## config.mk

```make
export PLATFORM = sky130hd
export DESIGN_NAME = decimal_text_to_fixed_point_flat
export DESIGN_NICKNAME = d
export VERILOG_FILES = /design/src/sv/dttf_pkg.sv /design/src/sv/dttf_if.sv /design/src/sv/decimal_text_to_fixed_point.sv /design/src/flat_wrapper.sv
export SDC_FILE = /design/constraint.sdc
export NUM_CORES = 2
export LEC_CHECK = 0
export BUFFER_PORTS_ARGS = -buffer_cell sky130_fd_sc_hd__buf_2
export CORE_UTILIZATION = 60
export CTS_BUF_LIST = sky130_fd_sc_hd__clkbuf_8
export CTS_CLUSTER_DIAMETER = 40
export DETAILED_ROUTE_END_ITERATION = 8
export GPL_TIMING_DRIVEN = 0
export PLACE_DENSITY_LB_ADDON = 0.2
export SLEW_MARGIN = 20
export SYNTH_ARGS = -nofsm -noshare
export SYNTH_HDL_FRONTEND = slang
export SYNTH_SLANG_ARGS = --single-unit
```

## constraint.sdc

```tcl
create_clock -name clk -period 10.1 [get_ports clk]
set_input_delay 0.505 -clock clk [delete_from_list [all_inputs] [get_ports clk]]
set_output_delay 0.505 -clock clk [all_outputs]
set_load 0.02 [all_outputs]
```

## src/sv/dttf_pkg.sv

```systemverilog
// Package for the decimal text scanner: codes, microcode word and program table.
`default_nettype none
package dttf_pkg;

  localparam int TEXT_W  = 8;
  localparam int VALUE_W = 64;
  localparam int COUNT_W = 8;
  localparam int PC_W    = 4;
  localparam int EXP_W   = 7;

  localparam logic [TEXT_W-1:0] CH_MINUS = 8'h2D;
  localparam logic [TEXT_W-1:0] CH_PLUS  = 8'h2B;
  localparam logic [TEXT_W-1:0] CH_DOT   = 8'h2E;
  localparam logic [TEXT_W-1:0] CH_E_LO  = 8'h65;
  localparam logic [TEXT_W-1:0] CH_E_UP  = 8'h45;
  localparam logic [TEXT_W-1:0] CH_ZERO  = 8'h30;
  localparam logic [TEXT_W-1:0] CH_NINE  = 8'h39;
  localparam logic [TEXT_W-1:0] CH_SPACE = 8'h20;
  localparam logic [TEXT_W-1:0] CH_TAB   = 8'h09;
  localparam logic [TEXT_W-1:0] CH_CR    = 8'h0D;

  typedef enum logic [6:0] {
    PH_IDLE     = 7'b0000001,
    PH_SPACE    = 7'b0000010,
    PH_INT      = 7'b0000100,
    PH_FRAC     = 7'b0001000,
    PH_EXP_E    = 7'b0010000,
    PH_EXP_SIGN = 7'b0100000,
    PH_EXP_D1   = 7'b1000000
  } phase_t;

  typedef enum logic [3:0] {
    OP_NOP      = 4'd0,
    OP_FETCH    = 4'd1,
    OP_DECODE   = 4'd2,
    OP_LOAD_W   = 4'd3,
    OP_DIV_STEP = 4'd4,
    OP_STORE_W  = 4'd5,
    OP_MUL10    = 4'd6,
    OP_LOAD_M   = 4'd7,
    OP_STORE_M  = 4'd8,
    OP_EMIT     = 4'd9
  } uop_t;

  typedef enum logic [3:0] {
    C_NEXT     = 4'd0,
    C_ALWAYS   = 4'd1,
    C_NO_XFER  = 4'd2,
    C_NO_FRAC  = 4'd3,
    C_DIV_MORE = 4'd4,
    C_NO_EMIT  = 4'd5,
    C_EXP_DONE = 4'd6,
    C_EXP_NEG  = 4'd7,
    C_OUT_BUSY = 4'd8
  } cond_t;

  typedef struct packed {
    uop_t            op;
    cond_t           cond;
    logic [PC_W-1:0] target;
  } ctrl_t;

  // program steps
  localparam logic [PC_W-1:0] PC_FETCH  = 4'd0;
  localparam logic [PC_W-1:0] PC_DECODE = 4'd1;
  localparam logic [PC_W-1:0] PC_TFRAC  = 4'd2;
  localparam logic [PC_W-1:0] PC_WLOAD  = 4'd3;
  localparam logic [PC_W-1:0] PC_WRUN   = 4'd4;
  localparam logic [PC_W-1:0] PC_WSTORE = 4'd5;
  localparam logic [PC_W-1:0] PC_TEMIT  = 4'd6;
  localparam logic [PC_W-1:0] PC_TSCALE = 4'd7;
  localparam logic [PC_W-1:0] PC_TNEG   = 4'd8;
  localparam logic [PC_W-1:0] PC_MUL10  = 4'd9;
  localparam logic [PC_W-1:0] PC_MLOAD  = 4'd10;
  localparam logic [PC_W-1:0] PC_MRUN   = 4'd11;
  localparam logic [PC_W-1:0] PC_MSTORE = 4'd12;
  localparam logic [PC_W-1:0] PC_OWAIT  = 4'd13;
  localparam logic [PC_W-1:0] PC_EMIT   = 4'd14;

  // jump to target when cond holds, else fall through to the next step
  function automatic ctrl_t ucode(input logic [PC_W-1:0] pc);
    ctrl_t w;
    unique case (pc)
      PC_FETCH:  w = '{OP_FETCH,    C_NO_XFER,  PC_FETCH};
      PC_DECODE: w = '{OP_DECODE,   C_NEXT,     PC_FETCH};
      PC_TFRAC:  w = '{OP_NOP,      C_NO_FRAC,  PC_TEMIT};
      PC_WLOAD:  w = '{OP_LOAD_W,   C_NEXT,     PC_FETCH};
      PC_WRUN:   w = '{OP_DIV_STEP, C_DIV_MORE, PC_WRUN};
      PC_WSTORE: w = '{OP_STORE_W,  C_NEXT,     PC_FETCH};
      PC_TEMIT:  w = '{OP_NOP,      C_NO_EMIT,  PC_FETCH};
      PC_TSCALE: w = '{OP_NOP,      C_EXP_DONE, PC_OWAIT};
      PC_TNEG:   w = '{OP_NOP,      C_EXP_NEG,  PC_MLOAD};
      PC_MUL10:  w = '{OP_MUL10,    C_ALWAYS,   PC_TSCALE};
      PC_MLOAD:  w = '{OP_LOAD_M,   C_NEXT,     PC_FETCH};
      PC_MRUN:   w = '{OP_DIV_STEP, C_DIV_MORE, PC_MRUN};
      PC_MSTORE: w = '{OP_STORE_M,  C_ALWAYS,   PC_TSCALE};
      PC_OWAIT:  w = '{OP_NOP,      C_OUT_BUSY, PC_OWAIT};
      PC_EMIT:   w = '{OP_EMIT,     C_ALWAYS,   PC_FETCH};
      default:   w = '{OP_NOP,      C_ALWAYS,   PC_FETCH};
    endcase
    return w;
  endfunction

endpackage
`default_nettype wire

```

## src/sv/dttf_if.sv

```systemverilog
// Valid/ready channel interfaces for the character input and the number result.
`default_nettype none
interface dttf_in_if;
  logic                        valid;
  logic                        ready;
  logic [dttf_pkg::TEXT_W-1:0] text_char;
  logic                        field_start;

  modport source (output valid, output text_char, output field_start, input ready);
  modport sink   (input valid, input text_char, input field_start, output ready);
endinterface

interface dttf_out_if;
  logic                                valid;
  logic                                ready;
  logic signed [dttf_pkg::VALUE_W-1:0] value;
  logic                                parse_ok;
  logic [dttf_pkg::COUNT_W-1:0]        chars_consumed;

  modport source (output valid, output value, output parse_ok, output chars_consumed,
                  input ready);
  modport sink   (input valid, input value, input parse_ok, input chars_consumed,
                  output ready);
endinterface
`default_nettype wire

```

## src/sv/decimal_text_to_fixed_point.sv

```systemverilog
// Decimal text scanner: microcoded sequencer turning characters into Q fixed point.
//
// in_ch carries one character per transfer; field_start marks the first character
// of a new number field. out_ch gives one result per field: the value in signed
// fixed point (FRAC_BITS fraction bits, VALUE_BITS total, sign extended to 64),
// parse_ok and the number of characters consumed.
// A 15-step program in a constant table sequences a plain datapath.
// The scanner takes one character at a time and fetches the next only after the
// current one is handled; a fraction digit also sends the weight through the
// 8-bit-per-cycle divide-by-ten unit (NCH = ceil(max(VALUE_BITS, FRAC_BITS)/8)
// bytes, 8 at the defaults).
// At a field end the value is scaled by the exponent, if any: multiplied by ten
// per positive exponent unit or divided by ten per negative unit, up to 99 units;
// then the result register loads and the next character is taken.
// The result sits in an output register; the scanner keeps taking characters
// while it waits and only holds at the next field end if it is still untaken.
// Reset (synchronous, rst_n low) returns to the fetch step, idle, output empty.
`default_nettype none
module decimal_text_to_fixed_point #(
  parameter int FRAC_BITS  = 32,
  parameter int VALUE_BITS = 64
) (
  input  wire          clk,
  input  wire          rst_n,
  dttf_in_if.sink      in_ch,
  dttf_out_if.source   out_ch
);

  localparam int DW  = (VALUE_BITS > FRAC_BITS) ? VALUE_BITS : FRAC_BITS;
  localparam int NCH = (DW + 7) / 8;
  localparam int PW  = NCH * 8;
  localparam int CW  = (NCH > 1) ? $clog2(NCH) : 1;
  localparam int W   = ((VALUE_BITS + 3 > FRAC_BITS + 4) ? VALUE_BITS + 3 : FRAC_BITS + 4) + 1;
  localparam int FPW = FRAC_BITS + 4;

  localparam logic [W-1:0]          CAP_W = W'(1) << (VALUE_BITS - 1);
  localparam logic [VALUE_BITS-1:0] CAP_V = CAP_W[VALUE_BITS-1:0];
  localparam logic [FRAC_BITS-1:0]  TENTH = FRAC_BITS'((64'd1 << FRAC_BITS) / 10);
  localparam logic [CW-1:0]         LAST  = CW'(NCH - 1);

  localparam int TW = dttf_pkg::TEXT_W;
  localparam int KW = dttf_pkg::COUNT_W;
  localparam int EW = dttf_pkg::EXP_W;
  localparam int VALUE_W_C = dttf_pkg::VALUE_W;

  // sequencer
  logic [dttf_pkg::PC_W-1:0] pc_r;
  logic [dttf_pkg::PC_W-1:0] pc_nxt;
  dttf_pkg::ctrl_t           uw;
  logic                      jump;

  // parser state
  logic [TW-1:0]          char_r;
  logic                   start_r;
  dttf_pkg::phase_t       phase_r;
  logic                   neg_r;
  logic [VALUE_BITS-1:0]  acc_r;
  logic [FRAC_BITS-1:0]   wgt_r;
  logic [EW-1:0]          exp_r;
  logic                   eneg_r;
  logic [KW-1:0]          cnt_r;
  logic                   ok_r;
  logic                   frac_pend_r;
  logic                   emit_pend_r;
  logic                   scale_pend_r;

  // divide-by-ten unit
  logic [PW-1:0]          div_n_r;
  logic [PW-1:0]          div_n_nxt;
  logic [3:0]             div_rem_r;
  logic [3:0]             div_rem_nxt;
  logic [CW-1:0]          div_cnt_r;

  // output register
  logic                   out_valid_r;
  logic [VALUE_W_C-1:0]   out_value_r;
  logic                   out_ok_r;
  logic [KW-1:0]          out_cnt_r;

  // decode results
  dttf_pkg::phase_t       ph_b;
  dttf_pkg::phase_t       d_phase;
  logic [VALUE_BITS-1:0]  acc_b;
  logic [FRAC_BITS-1:0]   wgt_b;
  logic [EW-1:0]          exp_b;
  logic [KW-1:0]          cnt_b;
  logic                   d_neg;
  logic [VALUE_BITS-1:0]  d_acc;
  logic [EW-1:0]          d_exp;
  logic                   d_eneg;
  logic [KW-1:0]          d_cnt;
  logic                   d_ok;
  logic                   d_frac;
  logic                   d_emit;
  logic                   d_scale;
  logic [1:0]             d_add;
  logic [3:0]             dig;
  logic                   is_dig;
  logic                   is_white;
  logic                   is_sign;
  logic                   is_e;
  logic                   is_dot;
  logic [W-1:0]           int_sum;
  logic [VALUE_BITS-1:0]  int_acc;
  logic [FPW-1:0]         fprod;
  logic [W-1:0]           frac_sum;
  logic [VALUE_BITS-1:0]  frac_acc;
  logic [W-1:0]           m10;
  logic [VALUE_BITS-1:0]  m10_acc;
  logic [KW:0]            csum;
  logic [VALUE_BITS-1:0]  mag_out;
  logic signed [VALUE_BITS-1:0] val_out;

  assign uw = dttf_pkg::ucode(pc_r);

  always_comb begin
    unique case (uw.cond)
      dttf_pkg::C_NEXT:     jump = 1'b0;
      dttf_pkg::C_ALWAYS:   jump = 1'b1;
      dttf_pkg::C_NO_XFER:  jump = !in_ch.valid;
      dttf_pkg::C_NO_FRAC:  jump = !frac_pend_r;
      dttf_pkg::C_DIV_MORE: jump = (div_cnt_r != LAST);
      dttf_pkg::C_NO_EMIT:  jump = !emit_pend_r;
      dttf_pkg::C_EXP_DONE: jump = !scale_pend_r || (exp_r == '0);
      dttf_pkg::C_EXP_NEG:  jump = eneg_r;
      dttf_pkg::C_OUT_BUSY: jump = out_valid_r && !out_ch.ready;
      default:              jump = 1'b0;
    endcase
    pc_nxt = jump ? uw.target : pc_r + 1'b1;
  end

  // character classes
  assign dig      = char_r[3:0];
  assign is_dig   = (char_r >= dttf_pkg::CH_ZERO) && (char_r <= dttf_pkg::CH_NINE);
  assign is_white = (char_r == dttf_pkg::CH_SPACE) ||
                    ((char_r >= dttf_pkg::CH_TAB) && (char_r <= dttf_pkg::CH_CR));
  assign is_sign  = (char_r == dttf_pkg::CH_MINUS) || (char_r == dttf_pkg::CH_PLUS);
  assign is_e     = (char_r == dttf_pkg::CH_E_LO) || (char_r == dttf_pkg::CH_E_UP);
  assign is_dot   = (char_r == dttf_pkg::CH_DOT);

  // a field start clears the field before the character is applied
  assign ph_b  = start_r ? dttf_pkg::PH_SPACE : phase_r;
  assign acc_b = start_r ? '0 : acc_r;
  assign wgt_b = start_r ? TENTH : wgt_r;
  assign exp_b = start_r ? '0 : exp_r;
  assign cnt_b = start_r ? '0 : cnt_r;

  // integer digit: acc*10 + d, saturating at the magnitude cap
  assign int_sum = (W'(acc_b) << 3) + (W'(acc_b) << 1) + (W'(dig) << FRAC_BITS);
  assign int_acc = (int_sum > CAP_W) ? CAP_V : int_sum[VALUE_BITS-1:0];

  // fraction digit: acc + d*weight, saturating
  assign fprod    = FPW'(dig) * FPW'(wgt_b);
  assign frac_sum = W'(acc_b) + W'(fprod);
  assign frac_acc = (frac_sum > CAP_W) ? CAP_V : frac_sum[VALUE_BITS-1:0];

  // exponent scaling step up
  assign m10     = (W'(acc_r) << 3) + (W'(acc_r) << 1);
  assign m10_acc = (m10 > CAP_W) ? CAP_V : m10[VALUE_BITS-1:0];

  always_comb begin
    d_phase = ph_b;
    d_neg   = start_r ? 1'b0 : neg_r;
    d_acc   = acc_b;
    d_exp   = exp_b;
    d_eneg  = start_r ? 1'b0 : eneg_r;
    d_ok    = start_r ? 1'b0 : ok_r;
    d_add   = 2'd0;
    d_frac  = 1'b0;
    d_emit  = 1'b0;
    d_scale = 1'b0;
    unique case (ph_b)
      dttf_pkg::PH_SPACE: begin
        if (is_white) begin
          d_add = 2'd1;
        end else if (is_dig) begin
          d_ok    = 1'b1;
          d_acc   = int_acc;
          d_add   = 2'd1;
          d_phase = dttf_pkg::PH_INT;
        end else if (is_sign) begin
          d_ok    = 1'b1;
          d_neg   = (char_r == dttf_pkg::CH_MINUS);
          d_add   = 2'd1;
          d_phase = dttf_pkg::PH_INT;
        end else if (is_e) begin
          d_phase = dttf_pkg::PH_EXP_E;
        end else begin
          d_emit  = 1'b1;
          d_phase = dttf_pkg::PH_IDLE;
        end
      end
      dttf_pkg::PH_INT: begin
        if (is_dig) begin
          d_acc = int_acc;
          d_add = 2'd1;
        end else if (is_dot) begin
          d_add   = 2'd1;
          d_phase = dttf_pkg::PH_FRAC;
        end else if (is_e) begin
          d_phase = dttf_pkg::PH_EXP_E;
        end else begin
          d_emit  = 1'b1;
          d_phase = dttf_pkg::PH_IDLE;
        end
      end
      dttf_pkg::PH_FRAC: begin
        if (is_dig) begin
          d_acc  = frac_acc;
          d_add  = 2'd1;
          d_frac = 1'b1;
        end else if (is_e) begin
          d_phase = dttf_pkg::PH_EXP_E;
        end else begin
          d_emit  = 1'b1;
          d_phase = dttf_pkg::PH_IDLE;
        end
      end
      dttf_pkg::PH_EXP_E: begin
        if (is_sign) begin
          d_eneg  = (char_r == dttf_pkg::CH_MINUS);
          d_phase = dttf_pkg::PH_EXP_SIGN;
        end else if (is_dig) begin
          d_exp   = EW'(dig);
          d_add   = 2'd2;
          d_phase = dttf_pkg::PH_EXP_D1;
        end else begin
          d_emit  = 1'b1;
          d_phase = dttf_pkg::PH_IDLE;
        end
      end
      dttf_pkg::PH_EXP_SIGN: begin
        if (is_dig) begin
          d_exp   = EW'(dig);
          d_add   = 2'd3;
          d_phase = dttf_pkg::PH_EXP_D1;
        end else begin
          d_emit  = 1'b1;
          d_phase = dttf_pkg::PH_IDLE;
        end
      end
      dttf_pkg::PH_EXP_D1: begin
        // any character here closes the field; a second exponent digit is also consumed
        if (is_dig) begin
          d_exp = (exp_b << 3) + (exp_b << 1) + EW'(dig);
          d_add = 2'd1;
        end
        d_emit  = 1'b1;
        d_scale = 1'b1;
        d_phase = dttf_pkg::PH_IDLE;
      end
      default: d_phase = dttf_pkg::PH_IDLE;
    endcase
    csum  = {1'b0, cnt_b} + (KW + 1)'(d_add);
    d_cnt = (csum > (KW + 1)'(255)) ? KW'(255) : csum[KW-1:0];
  end

  // divide-by-ten, one byte of the dividend per cycle, MSB first
  always_comb begin
    logic [4:0] r;
    logic [7:0] top;
    logic [7:0] qb;
    top = div_n_r[PW-1 -: 8];
    r   = {1'b0, div_rem_r};
    qb  = '0;
    for (int i = 7; i >= 0; i--) begin
      r = {r[3:0], top[i]};
      if (r >= 5'd10) begin
        r     = r - 5'd10;
        qb[i] = 1'b1;
      end
    end
    div_rem_nxt = r[3:0];
    div_n_nxt   = {div_n_r[PW-9:0], qb};
  end

  // result: clamp positive overflow, negate in VALUE_BITS, sign extend
  assign mag_out = (!neg_r && (acc_r == CAP_V)) ? CAP_V - 1'b1 : acc_r;
  assign val_out = neg_r ? -mag_out : mag_out;

  always_ff @(posedge clk) begin
    if (!rst_n) begin
      pc_r         <= dttf_pkg::PC_FETCH;
      phase_r      <= dttf_pkg::PH_IDLE;
      start_r      <= 1'b0;
      neg_r        <= 1'b0;
      acc_r        <= '0;
      wgt_r        <= TENTH;
      exp_r        <= '0;
      eneg_r       <= 1'b0;
      cnt_r        <= '0;
      ok_r         <= 1'b0;
      frac_pend_r  <= 1'b0;
      emit_pend_r  <= 1'b0;
      scale_pend_r <= 1'b0;
      div_cnt_r    <= '0;
      out_valid_r  <= 1'b0;
    end else begin
      pc_r <= pc_nxt;
      if (out_valid_r && out_ch.ready) begin
        out_valid_r <= 1'b0;
      end
      case (uw.op)
        dttf_pkg::OP_FETCH: begin
          if (in_ch.valid) begin
            char_r  <= in_ch.text_char;
            start_r <= in_ch.field_start;
          end
        end
        dttf_pkg::OP_DECODE: begin
          phase_r      <= d_phase;
          neg_r        <= d_neg;
          acc_r        <= d_acc;
          wgt_r        <= wgt_b;
          exp_r        <= d_exp;
          eneg_r       <= d_eneg;
          cnt_r        <= d_cnt;
          ok_r         <= d_ok;
          frac_pend_r  <= d_frac;
          emit_pend_r  <= d_emit;
          scale_pend_r <= d_scale;
        end
        dttf_pkg::OP_LOAD_W: begin
          div_n_r   <= PW'(wgt_r);
          div_rem_r <= '0;
          div_cnt_r <= '0;
        end
        dttf_pkg::OP_LOAD_M: begin
          div_n_r   <= PW'(acc_r);
          div_rem_r <= '0;
          div_cnt_r <= '0;
          exp_r     <= exp_r - 1'b1;
        end
        dttf_pkg::OP_DIV_STEP: begin
          div_n_r   <= div_n_nxt;
          div_rem_r <= div_rem_nxt;
          div_cnt_r <= div_cnt_r + 1'b1;
        end
        dttf_pkg::OP_STORE_W: wgt_r <= div_n_r[FRAC_BITS-1:0];
        dttf_pkg::OP_STORE_M: acc_r <= div_n_r[VALUE_BITS-1:0];
        dttf_pkg::OP_MUL10: begin
          acc_r <= m10_acc;
          exp_r <= exp_r - 1'b1;
        end
        dttf_pkg::OP_EMIT: begin
          out_valid_r <= 1'b1;
          out_value_r <= VALUE_W_C'(val_out);
          out_ok_r    <= ok_r;
          out_cnt_r   <= cnt_r;
        end
        default: ;
      endcase
    end
  end

  assign in_ch.ready           = (uw.op == dttf_pkg::OP_FETCH);
  assign out_ch.valid          = out_valid_r;
  assign out_ch.value          = out_value_r;
  assign out_ch.parse_ok       = out_ok_r;
  assign out_ch.chars_consumed = out_cnt_r;

endmodule
`default_nettype wire
```

## src/flat_wrapper.sv

```systemverilog
// flat-port wrapper written by rule: the top's interface ports become plain ports
module decimal_text_to_fixed_point_flat 
#(
  parameter int FRAC_BITS  = 32,
  parameter int VALUE_BITS = 64
)
  (clk, rst_n, in_ch_valid, in_ch_text_char, in_ch_field_start, in_ch_ready, out_ch_valid, out_ch_value, out_ch_parse_ok, out_ch_chars_consumed, out_ch_ready);
  dttf_in_if in_ch_i ();
  dttf_out_if out_ch_i ();
  input  wire clk;
  input  wire rst_n;
  input wire logic [$bits(in_ch_i.valid)-1:0] in_ch_valid;
  input wire logic [$bits(in_ch_i.text_char)-1:0] in_ch_text_char;
  input wire logic [$bits(in_ch_i.field_start)-1:0] in_ch_field_start;
  output wire logic [$bits(in_ch_i.ready)-1:0] in_ch_ready;
  output wire logic [$bits(out_ch_i.valid)-1:0] out_ch_valid;
  output wire logic [$bits(out_ch_i.value)-1:0] out_ch_value;
  output wire logic [$bits(out_ch_i.parse_ok)-1:0] out_ch_parse_ok;
  output wire logic [$bits(out_ch_i.chars_consumed)-1:0] out_ch_chars_consumed;
  input wire logic [$bits(out_ch_i.ready)-1:0] out_ch_ready;
  assign in_ch_i.valid = in_ch_valid;
  assign in_ch_i.text_char = in_ch_text_char;
  assign in_ch_i.field_start = in_ch_field_start;
  assign in_ch_ready = in_ch_i.ready;
  assign out_ch_valid = out_ch_i.valid;
  assign out_ch_value = out_ch_i.value;
  assign out_ch_parse_ok = out_ch_i.parse_ok;
  assign out_ch_chars_consumed = out_ch_i.chars_consumed;
  assign out_ch_i.ready = out_ch_ready;
  decimal_text_to_fixed_point #(.FRAC_BITS(FRAC_BITS), .VALUE_BITS(VALUE_BITS)) u_core (.clk(clk), .rst_n(rst_n), .in_ch(in_ch_i), .out_ch(out_ch_i));
endmodule
```

# [Word level (Yosys, flattened, before mapping)]
# Memory sizes are Yosys's and may differ from the RTL's. A register that Yosys moved wholly into a read port is not among the register bits.
# Index checks and enable logic that the tools add are counted.
[totals] inputBits=13 n_memories=1 wordCells=211 output_inout_bits=75 register_bits=282 rom_bits=192
[mem_list] memory="(name not given)" words=16 width=12 read_ports=1 rd_clocked_by_memory_dff=1 write_ports=0 line="dttf_pkg.sv:83" text="unique case (pc)"
[op_classes] multipliers=1 n_eq_ne=31 order_cmp=16 add_sub_neg=19 n_mux=92 n_reduce_logical=30
[op_table] op="64-bit 2-to-1 mux" n=9
[op_table] op="64-bit one-hot mux with 3 select lines" n=3
[op_table] op="68-bit by 64-bit greater-than comparator with 1-bit output (second input constant)" n=3
[op_table] op="67-bit by 65-bit adder with 68-bit output" n=2
[op_table] op="7-bit 2-to-1 mux" n=13
[op_table] op="68-bit by 36-bit adder with 68-bit output" n=1
[op_table] op="64-bit by 36-bit adder with 65-bit output" n=1
[op_table] op="64-bit == test (second input constant)" n=1
[op_table] op="64-bit negator" n=1
[op_table] op="32-bit one-hot mux with 2 select lines" n=1
[op_table] op="5-bit by 4-bit >= comparator with 1-bit output (second input constant)" n=8
[op_table] op="4-bit 2-to-1 mux" n=10
[op_table] op="1-bit 2-to-1 mux" n=38
[op_table] op="4-bit by 32-bit multiplier with 36-bit output" n=1
[op_table] op="7-bit one-hot mux with 5 select lines" n=1
[op_table] op="4-bit by 3-bit == test with 1-bit output (second input constant)" n=8
[op_table] op="8-bit by 6-bit == test with 1-bit output (second input constant)" n=4
[op_table] op="32-bit 2-to-1 mux" n=1
[op_table] op="4-bit subtractor (second input constant)" n=8
[op_table] op="7-bit one-hot mux with 3 select lines" n=1
[op_table] op="4-bit by 2-bit == test with 1-bit output (second input constant)" n=4
[op_table] op="8-bit by 7-bit == test with 1-bit output (second input constant)" n=2
[op_table] op="8-bit 2-to-1 mux" n=2
[op_table] op="7-bit one-hot mux with 2 select lines" n=1
[op_table] op="36 further kinds" n=65

# [Depth between registers and ports, before layout]
[depth] ltp_word=17 depth_mapped=45 mapped_depth_nobuf=42

# [Worst setup path after synthesis]
# Ideal clock, no wire load.
[synth_timing] path_type="reg-to-reg" start="register u_core.div_rem_r[0]" end="register u_core.div_rem_r[1] (data pin)" slack_ns=2.008 required_ns=9.842 setup_ns=0.258 t_arrival_ns=7.834 synth_period_minus_slack_ns=8.092 path_stages_with_launch=44 path_buffers=3 path_cell_list="edfxtp_1 buf_2 inv_1 ha_1 o21ai_0 and3_1 or3_1 ha_1 nor3b_1 o31ai_1 and4_1 buf_4 and2_1 nor2_1 ha_1 clkbuf_1 o21ai_0 nand2_1 [8 not listed] a2111oi_1 a2111oi_2 ha_1 o41a_1 o311ai_0 o21ai_1 inv_1 ha_1 inv_1 a31oi_1 o21ai_0 a21oi_1 o2bb2ai_1 ha_1 inv_1 nor3_1 o21a_1 mux2i_1"
[synth_via] elab_chain_len=17 word_cells_on_any_way=25 cone_classes="add/sub: 8; order compare: 8; mux: 9"
[synth_lines] item="from (decl)" line="decimal_text_to_fixed_point.sv:70" text="logic [3:0] div_rem_r;"
[synth_lines] item="from (signal assigned)" line="decimal_text_to_fixed_point.sv:336" text="div_rem_r <= div_rem_nxt;"
[synth_lines] item="4-bit subtractor / 5-bit by 4-bit >= comparator with 1-bit output (equally long branches)" line="decimal_text_to_fixed_point.sv:269, decimal_text_to_fixed_point.sv:268"
[synth_lines] item="4-bit 2-to-1 mux *" line="decimal_text_to_fixed_point.sv:268" text="if (r >= 5'd10) begin"
[synth_lines] item="4-bit subtractor / 5-bit by 4-bit >= comparator with 1-bit output (equally long branches)" line="decimal_text_to_fixed_point.sv:269, decimal_text_to_fixed_point.sv:268"
[synth_lines] item="4-bit 2-to-1 mux *" line="decimal_text_to_fixed_point.sv:268"
[synth_lines] item="4-bit subtractor / 5-bit by 4-bit >= comparator with 1-bit output (equally long branches)" line="decimal_text_to_fixed_point.sv:269, decimal_text_to_fixed_point.sv:268"
[synth_lines] item="4-bit 2-to-1 mux *" line="decimal_text_to_fixed_point.sv:268"
[synth_lines] item="5-bit by 4-bit >= comparator with 1-bit output / 4-bit subtractor (equally long branches)" line="decimal_text_to_fixed_point.sv:268, decimal_text_to_fixed_point.sv:269"
[synth_lines] item="4-bit 2-to-1 mux *" line="decimal_text_to_fixed_point.sv:268"
[synth_lines] item="4-bit subtractor / 5-bit by 4-bit >= comparator with 1-bit output (equally long branches)" line="decimal_text_to_fixed_point.sv:269, decimal_text_to_fixed_point.sv:268"
[synth_lines] item="4-bit 2-to-1 mux *" line="decimal_text_to_fixed_point.sv:268"
[synth_lines] item="4-bit subtractor / 5-bit by 4-bit >= comparator with 1-bit output (equally long branches)" line="decimal_text_to_fixed_point.sv:269, decimal_text_to_fixed_point.sv:268"
[synth_lines] item="4-bit 2-to-1 mux *" line="decimal_text_to_fixed_point.sv:268"
[synth_lines] item="5-bit by 4-bit >= comparator with 1-bit output / 4-bit subtractor (equally long branches)" line="decimal_text_to_fixed_point.sv:268, decimal_text_to_fixed_point.sv:269"
[synth_lines] item="4-bit 2-to-1 mux *" line="decimal_text_to_fixed_point.sv:268"
[synth_lines] item="4-bit subtractor / 5-bit by 4-bit >= comparator with 1-bit output (equally long branches)" line="decimal_text_to_fixed_point.sv:269, decimal_text_to_fixed_point.sv:268"
[synth_lines] item="4-bit 2-to-1 mux *" line="decimal_text_to_fixed_point.sv:268"
[synth_lines] item="4-bit one-hot mux with 2 select lines *" line="decimal_text_to_fixed_point.sv:303" text="case (uw.op)"
# Every way passes the cells marked *; elsewhere a longest branch is shown, timed or not.
# A chain may end at the register's enable or synchronous reset.

# [Final worst setup path]
[layout_timing] start="register u_core.start_r" end="register u_core.acc_r[14]"
[layout_via] elab_chain_len=9 word_cells_on_any_way=19 cone_classes="add/sub: 3; mul: 1; order compare: 2; eq/ne: 3; mux: 10"
[layout_lines] item="from (decl)" line="decimal_text_to_fixed_point.sv:54" text="logic start_r;"
[layout_lines] item="from (signal assigned)" line="decimal_text_to_fixed_point.sv:307" text="start_r <= in_ch.field_start;"
[layout_lines] item="parallel branches: the longest is 7 deep, another holds 68-bit by 64-bit greater-than comparator with 1-bit output"
[layout_lines] item="64-bit one-hot mux with 3 select lines *" line="decimal_text_to_fixed_point.sv:172" text="unique case (ph_b)"
[layout_lines] item="64-bit one-hot mux with 3 select lines *" line="decimal_text_to_fixed_point.sv:303"
[layout_lines] item="to (signal assigned)" line="decimal_text_to_fixed_point.sv:340" text="dttf_pkg::OP_STORE_M: acc_r <= div_n_r[VALUE_BITS-1:0];"
[layout_lines] item="to (signal assigned)" line="decimal_text_to_fixed_point.sv:342" text="acc_r <= m10_acc;"
[layout_lines] item="to (decl)" line="decimal_text_to_fixed_point.sv:57" text="logic [VALUE_BITS-1:0] acc_r;"
# Mark *: on every way between the ends.

==> impl_metrics.env <==
export IMPL_wire_per_inst_microns=28.2
export IMPL_cts_setup_buffers=0
export IMPL_drv_cap=0
export IMPL_ys_warn_count=0
export IMPL_setup_viol=0
export IMPL_wl_microns=153000
export IMPL_pwr_share_clk_pct=12.8
export IMPL_yosysSeqAreaShare_pct=21.3
export IMPL_placed_cells=5298
export IMPL_r2r_start="u_core.start_r"
export IMPL_critPathSlowestCell="dfxtp_1"
export IMPL_hold_path_class="primary input to flip-flop"
export IMPL_pwr_share_comb_pct=70.7
export IMPL_ys_flop_type="edfxtp_1"
export IMPL_synth_distinct_cells=109
export IMPL_ys_ff_latch=294
export IMPL_power_density_mw_per_mm2=306
export IMPL_dpl_hpwl_microns=121000
export IMPL_port_buffers=86
export IMPL_mostFrequentLayoutCells="402 x nand2_1, 398 x a21oi_1, 306 x nor2_1, 258 x ha_1, 238 x clkbuf_1"
export IMPL_synth_area_per_cell_sq_um=7.80
export IMPL_cts_tree="built"
export IMPL_clock_sinks=294
export IMPL_synth_edf_count=149
export IMPL_period_share_pct=99.6
export IMPL_grt_use_total_pct=50.0
export IMPL_final_nets=4982
export IMPL_first_global_vias=35600
export IMPL_syn2layout_area_growth_pct=9.07
export IMPL_slew_viol_final=0
export IMPL_start_util_pct=61.1
export IMPL_clk_pin_slew_ps=60
export IMPL_grt_pass1_wl_microns=222000
export IMPL_seq_power_share_pct=16.5
export IMPL_design_core_area_sq_mm=0.0567
export IMPL_synthCells=4443
export IMPL_path_max_fanout=19
export IMPL_critPathKind="flip-flop to flip-flop"
export IMPL_cts_max_path_buffers=3
export IMPL_cp_required_ps=10660
export IMPL_drive_gt1_share_pct=7.19
export IMPL_end_kind="flip-flop"
export IMPL_synth_net_count=4816
export IMPL_vias_per_cell=7.26
export IMPL_layout_commonest_cell="nand2_1"
export IMPL_fin_area_sq_mm=0.0378
export IMPL_switching_share_pct=57.0
export IMPL_gp_congestion=1.09
export IMPL_die_y_microns=242
export IMPL_num_fill_cells=5044
export IMPL_cts_root_buffer="clkbuf_8"
export IMPL_crit_buf_inv=8
export IMPL_die_x_microns=242
export IMPL_crit_path_start="u_core.start_r"
export IMPL_worstPathArrival_ps=10610
export IMPL_critPathTopFamily="compound AO/OA/AOI/OAI gates"
export IMPL_drc_errors=0
export IMPL_grt_overflow=0
export IMPL_ir_drop_mv=0.215
export IMPL_start_kind="flip-flop"
export IMPL_firstDrtPassIters=7
export IMPL_worst_slew_pin_slew_ps=1280
export IMPL_grt_antenna_before_repair=6
export IMPL_drtIter0Drc=5902
export IMPL_async_flop_share_pct=0
export IMPL_syn_area_sq_mm=0.0347
export IMPL_intPower_uw=4980
export IMPL_slowest_delay_ps=670
export IMPL_max_freq_mhz=99.5
export IMPL_top_level_ports=88
export IMPL_numCtsBuffers=60
export IMPL_p_leak_uw=0.0159
export IMPL_vias=39300
export IMPL_final_cells=5421
export IMPL_finalClockSkew_ps=74.9
export IMPL_dp_slack_ps=-1700
export IMPL_hold_start="in_ch_text_char[4]"
export IMPL_clk_latency_ps=720
export IMPL_grt_max_degree=27
export IMPL_fp_row_count=87
export IMPL_placed_cell_area_sq_mm=0.0363
export IMPL_power_net_switching_uw=6600
export IMPL_finalHoldViolCount=0
export IMPL_htree_levels=2
export IMPL_antenna_left=0
export IMPL_min_period_ps=10050
export IMPL_outcome="finished, final reports clean"
export IMPL_dieArea_sq_mm=0.0587
export IMPL_maxSlewHeadroom_pct=14.3
export IMPL_final_setup_worst_slack_ps=45.2
[registers in the layout, indices dropped and copies added, names as in the netlist]
name	count
u_core.phase_r	7
u_core.uw	12
u_core.start_r	1
u_core.wgt_r	32
u_core.eneg_r	1
u_core.char_r	8
u_core.pc_r	4
u_core.div_n_r	64
u_core.div_rem_r	4
u_core.out_ch.parse_ok	1
u_core.frac_pend_r	1
u_core.exp_r	7
u_core.neg_r	1
u_core.acc_r	64
u_core.emit_pend_r	1
u_core.out_ch.value	64
u_core.scale_pend_r	1
u_core.out_ch.chars_consumed	8
u_core.out_ch.valid	1
u_core.ok_r	1
u_core.cnt_r	8
u_core.div_cnt_r	3
[cell type report]
class,count,area (sq um),area share [%]
Inverter,215,807,2.13
Clock inverter,48,508,1.34
Multi-Input combinational cell,3644,25400,67.2
Tap cell,756,946,2.50
Timing Repair Buffer,106,654,1.73
Buffer,288,1170,3.10
Clock buffer,66,908,2.40
Antenna cell,4,10.0,0.0265
Sequential cell,294,7380,19.5
[final timing paths]
check / cells after the start / to / slack [ps]
worst min-delay path: 1 / u_core.char_r[4] / 30
worst max register to register: 27 / u_core.acc_r[14] / 50
worst min register to register: 0 / u_core.out_ch.parse_ok / 460
worst max-delay path: 27 / u_core.acc_r[14] / 50
[cells in the mapped netlist (37+ instances only)]
library cell,n,share of area (%)
nor2_1,307,3.3
clkbuf_1,248,2.7
edfxtp_1,149,13
a221oi_1,42,1.1
a22o_1,37,0.93
o21a_1,60,1.3
o21ai_0,236,3.4
xnor2_1,84,2.1
o21bai_1,43,0.93
a21oi_1,398,5.7
nand3_1,98,1.4
fa_1,102,5.9
or3_1,54,0.97
xor2_1,79,2.0
a31oi_1,72,1.3
a22oi_1,43,0.93
and2_1,74,1.3
nor3_1,157,2.3
and3_1,38,0.69
nor2b_1,129,2.3
nand2b_1,55,0.99
nand4_1,70,1.3
inv_1,211,2.3
a211oi_1,77,1.7
dfxtp_1,145,8.4
ha_1,258,9.3
nand2_1,402,4.4
a21o_1,120,2.6
nor4_1,43,0.78
[metrics by stage]
| step | utilization (%) | power, uW | setup TNS, ps | hold WS, ps |
|---|---|---|---|---|
| 2_1_floorplan | - | 7120 | 0 | 408 |
| 3_3_place_gp | 63.6 | 9420 | -108550 | 436 |
| 3_5_place_dp | 63.9 | 9580 | -95710 | 441 |
| 4_1_cts | 66.5 | 11100 | 0 | 0.468 |
| 5_1_grt | 66.7 | 12100 | -6.17 | 15.6 |
| 6_report | 66.7 | 11600 | 0 | 28.2 |
[logic make-up (layout without fill, tap and decap cells)]
family                     Yosys count  in the layout  share of synthesized area (%)
adders and majority gates          360            360                           15.2
and+or+nand+nor                   1570           1570                           23.1
muxes                               26             26                          0.780
xor gates and xnor gates           163            163                           4.12
buffers and inverters              505            723                           5.69
AOI/OAI and AO/OA                 1525           1525                           29.9
DFF                                294            294                           21.3
other                                0              4                              0
[power by group through the flow]
stage	combinational, uW	clock, uW	sequential, uW
after floorplan	5430	0	1690
after detailed placement	7700	0	1880
after global placement	7530	0	1890
final	8190	1480	1910
after CTS	7750	1460	1850
after global routing	8650	1520	1900
[repair_timing]
action | CTS | global route
pin swaps | 0 | 0
endpoints found under the hold margin | 3 | 4
setup endpoints to repair | 64 | 66
hold buffers | 3 | 4
gates resized for setup | 10 | 15
[layer usage]
layer / track usage (%) / up-vias / wire length, microns
met5: 0 / - / 28
met4: 32.7 / 4 / 12200
met3: 17.2 / 728 / 23200
met2: 70.9 / 3168 / 60900
met1: 64.0 / 18400 / 56400
li1: - / 17000 / -
(Power assumes the default switching activity.)
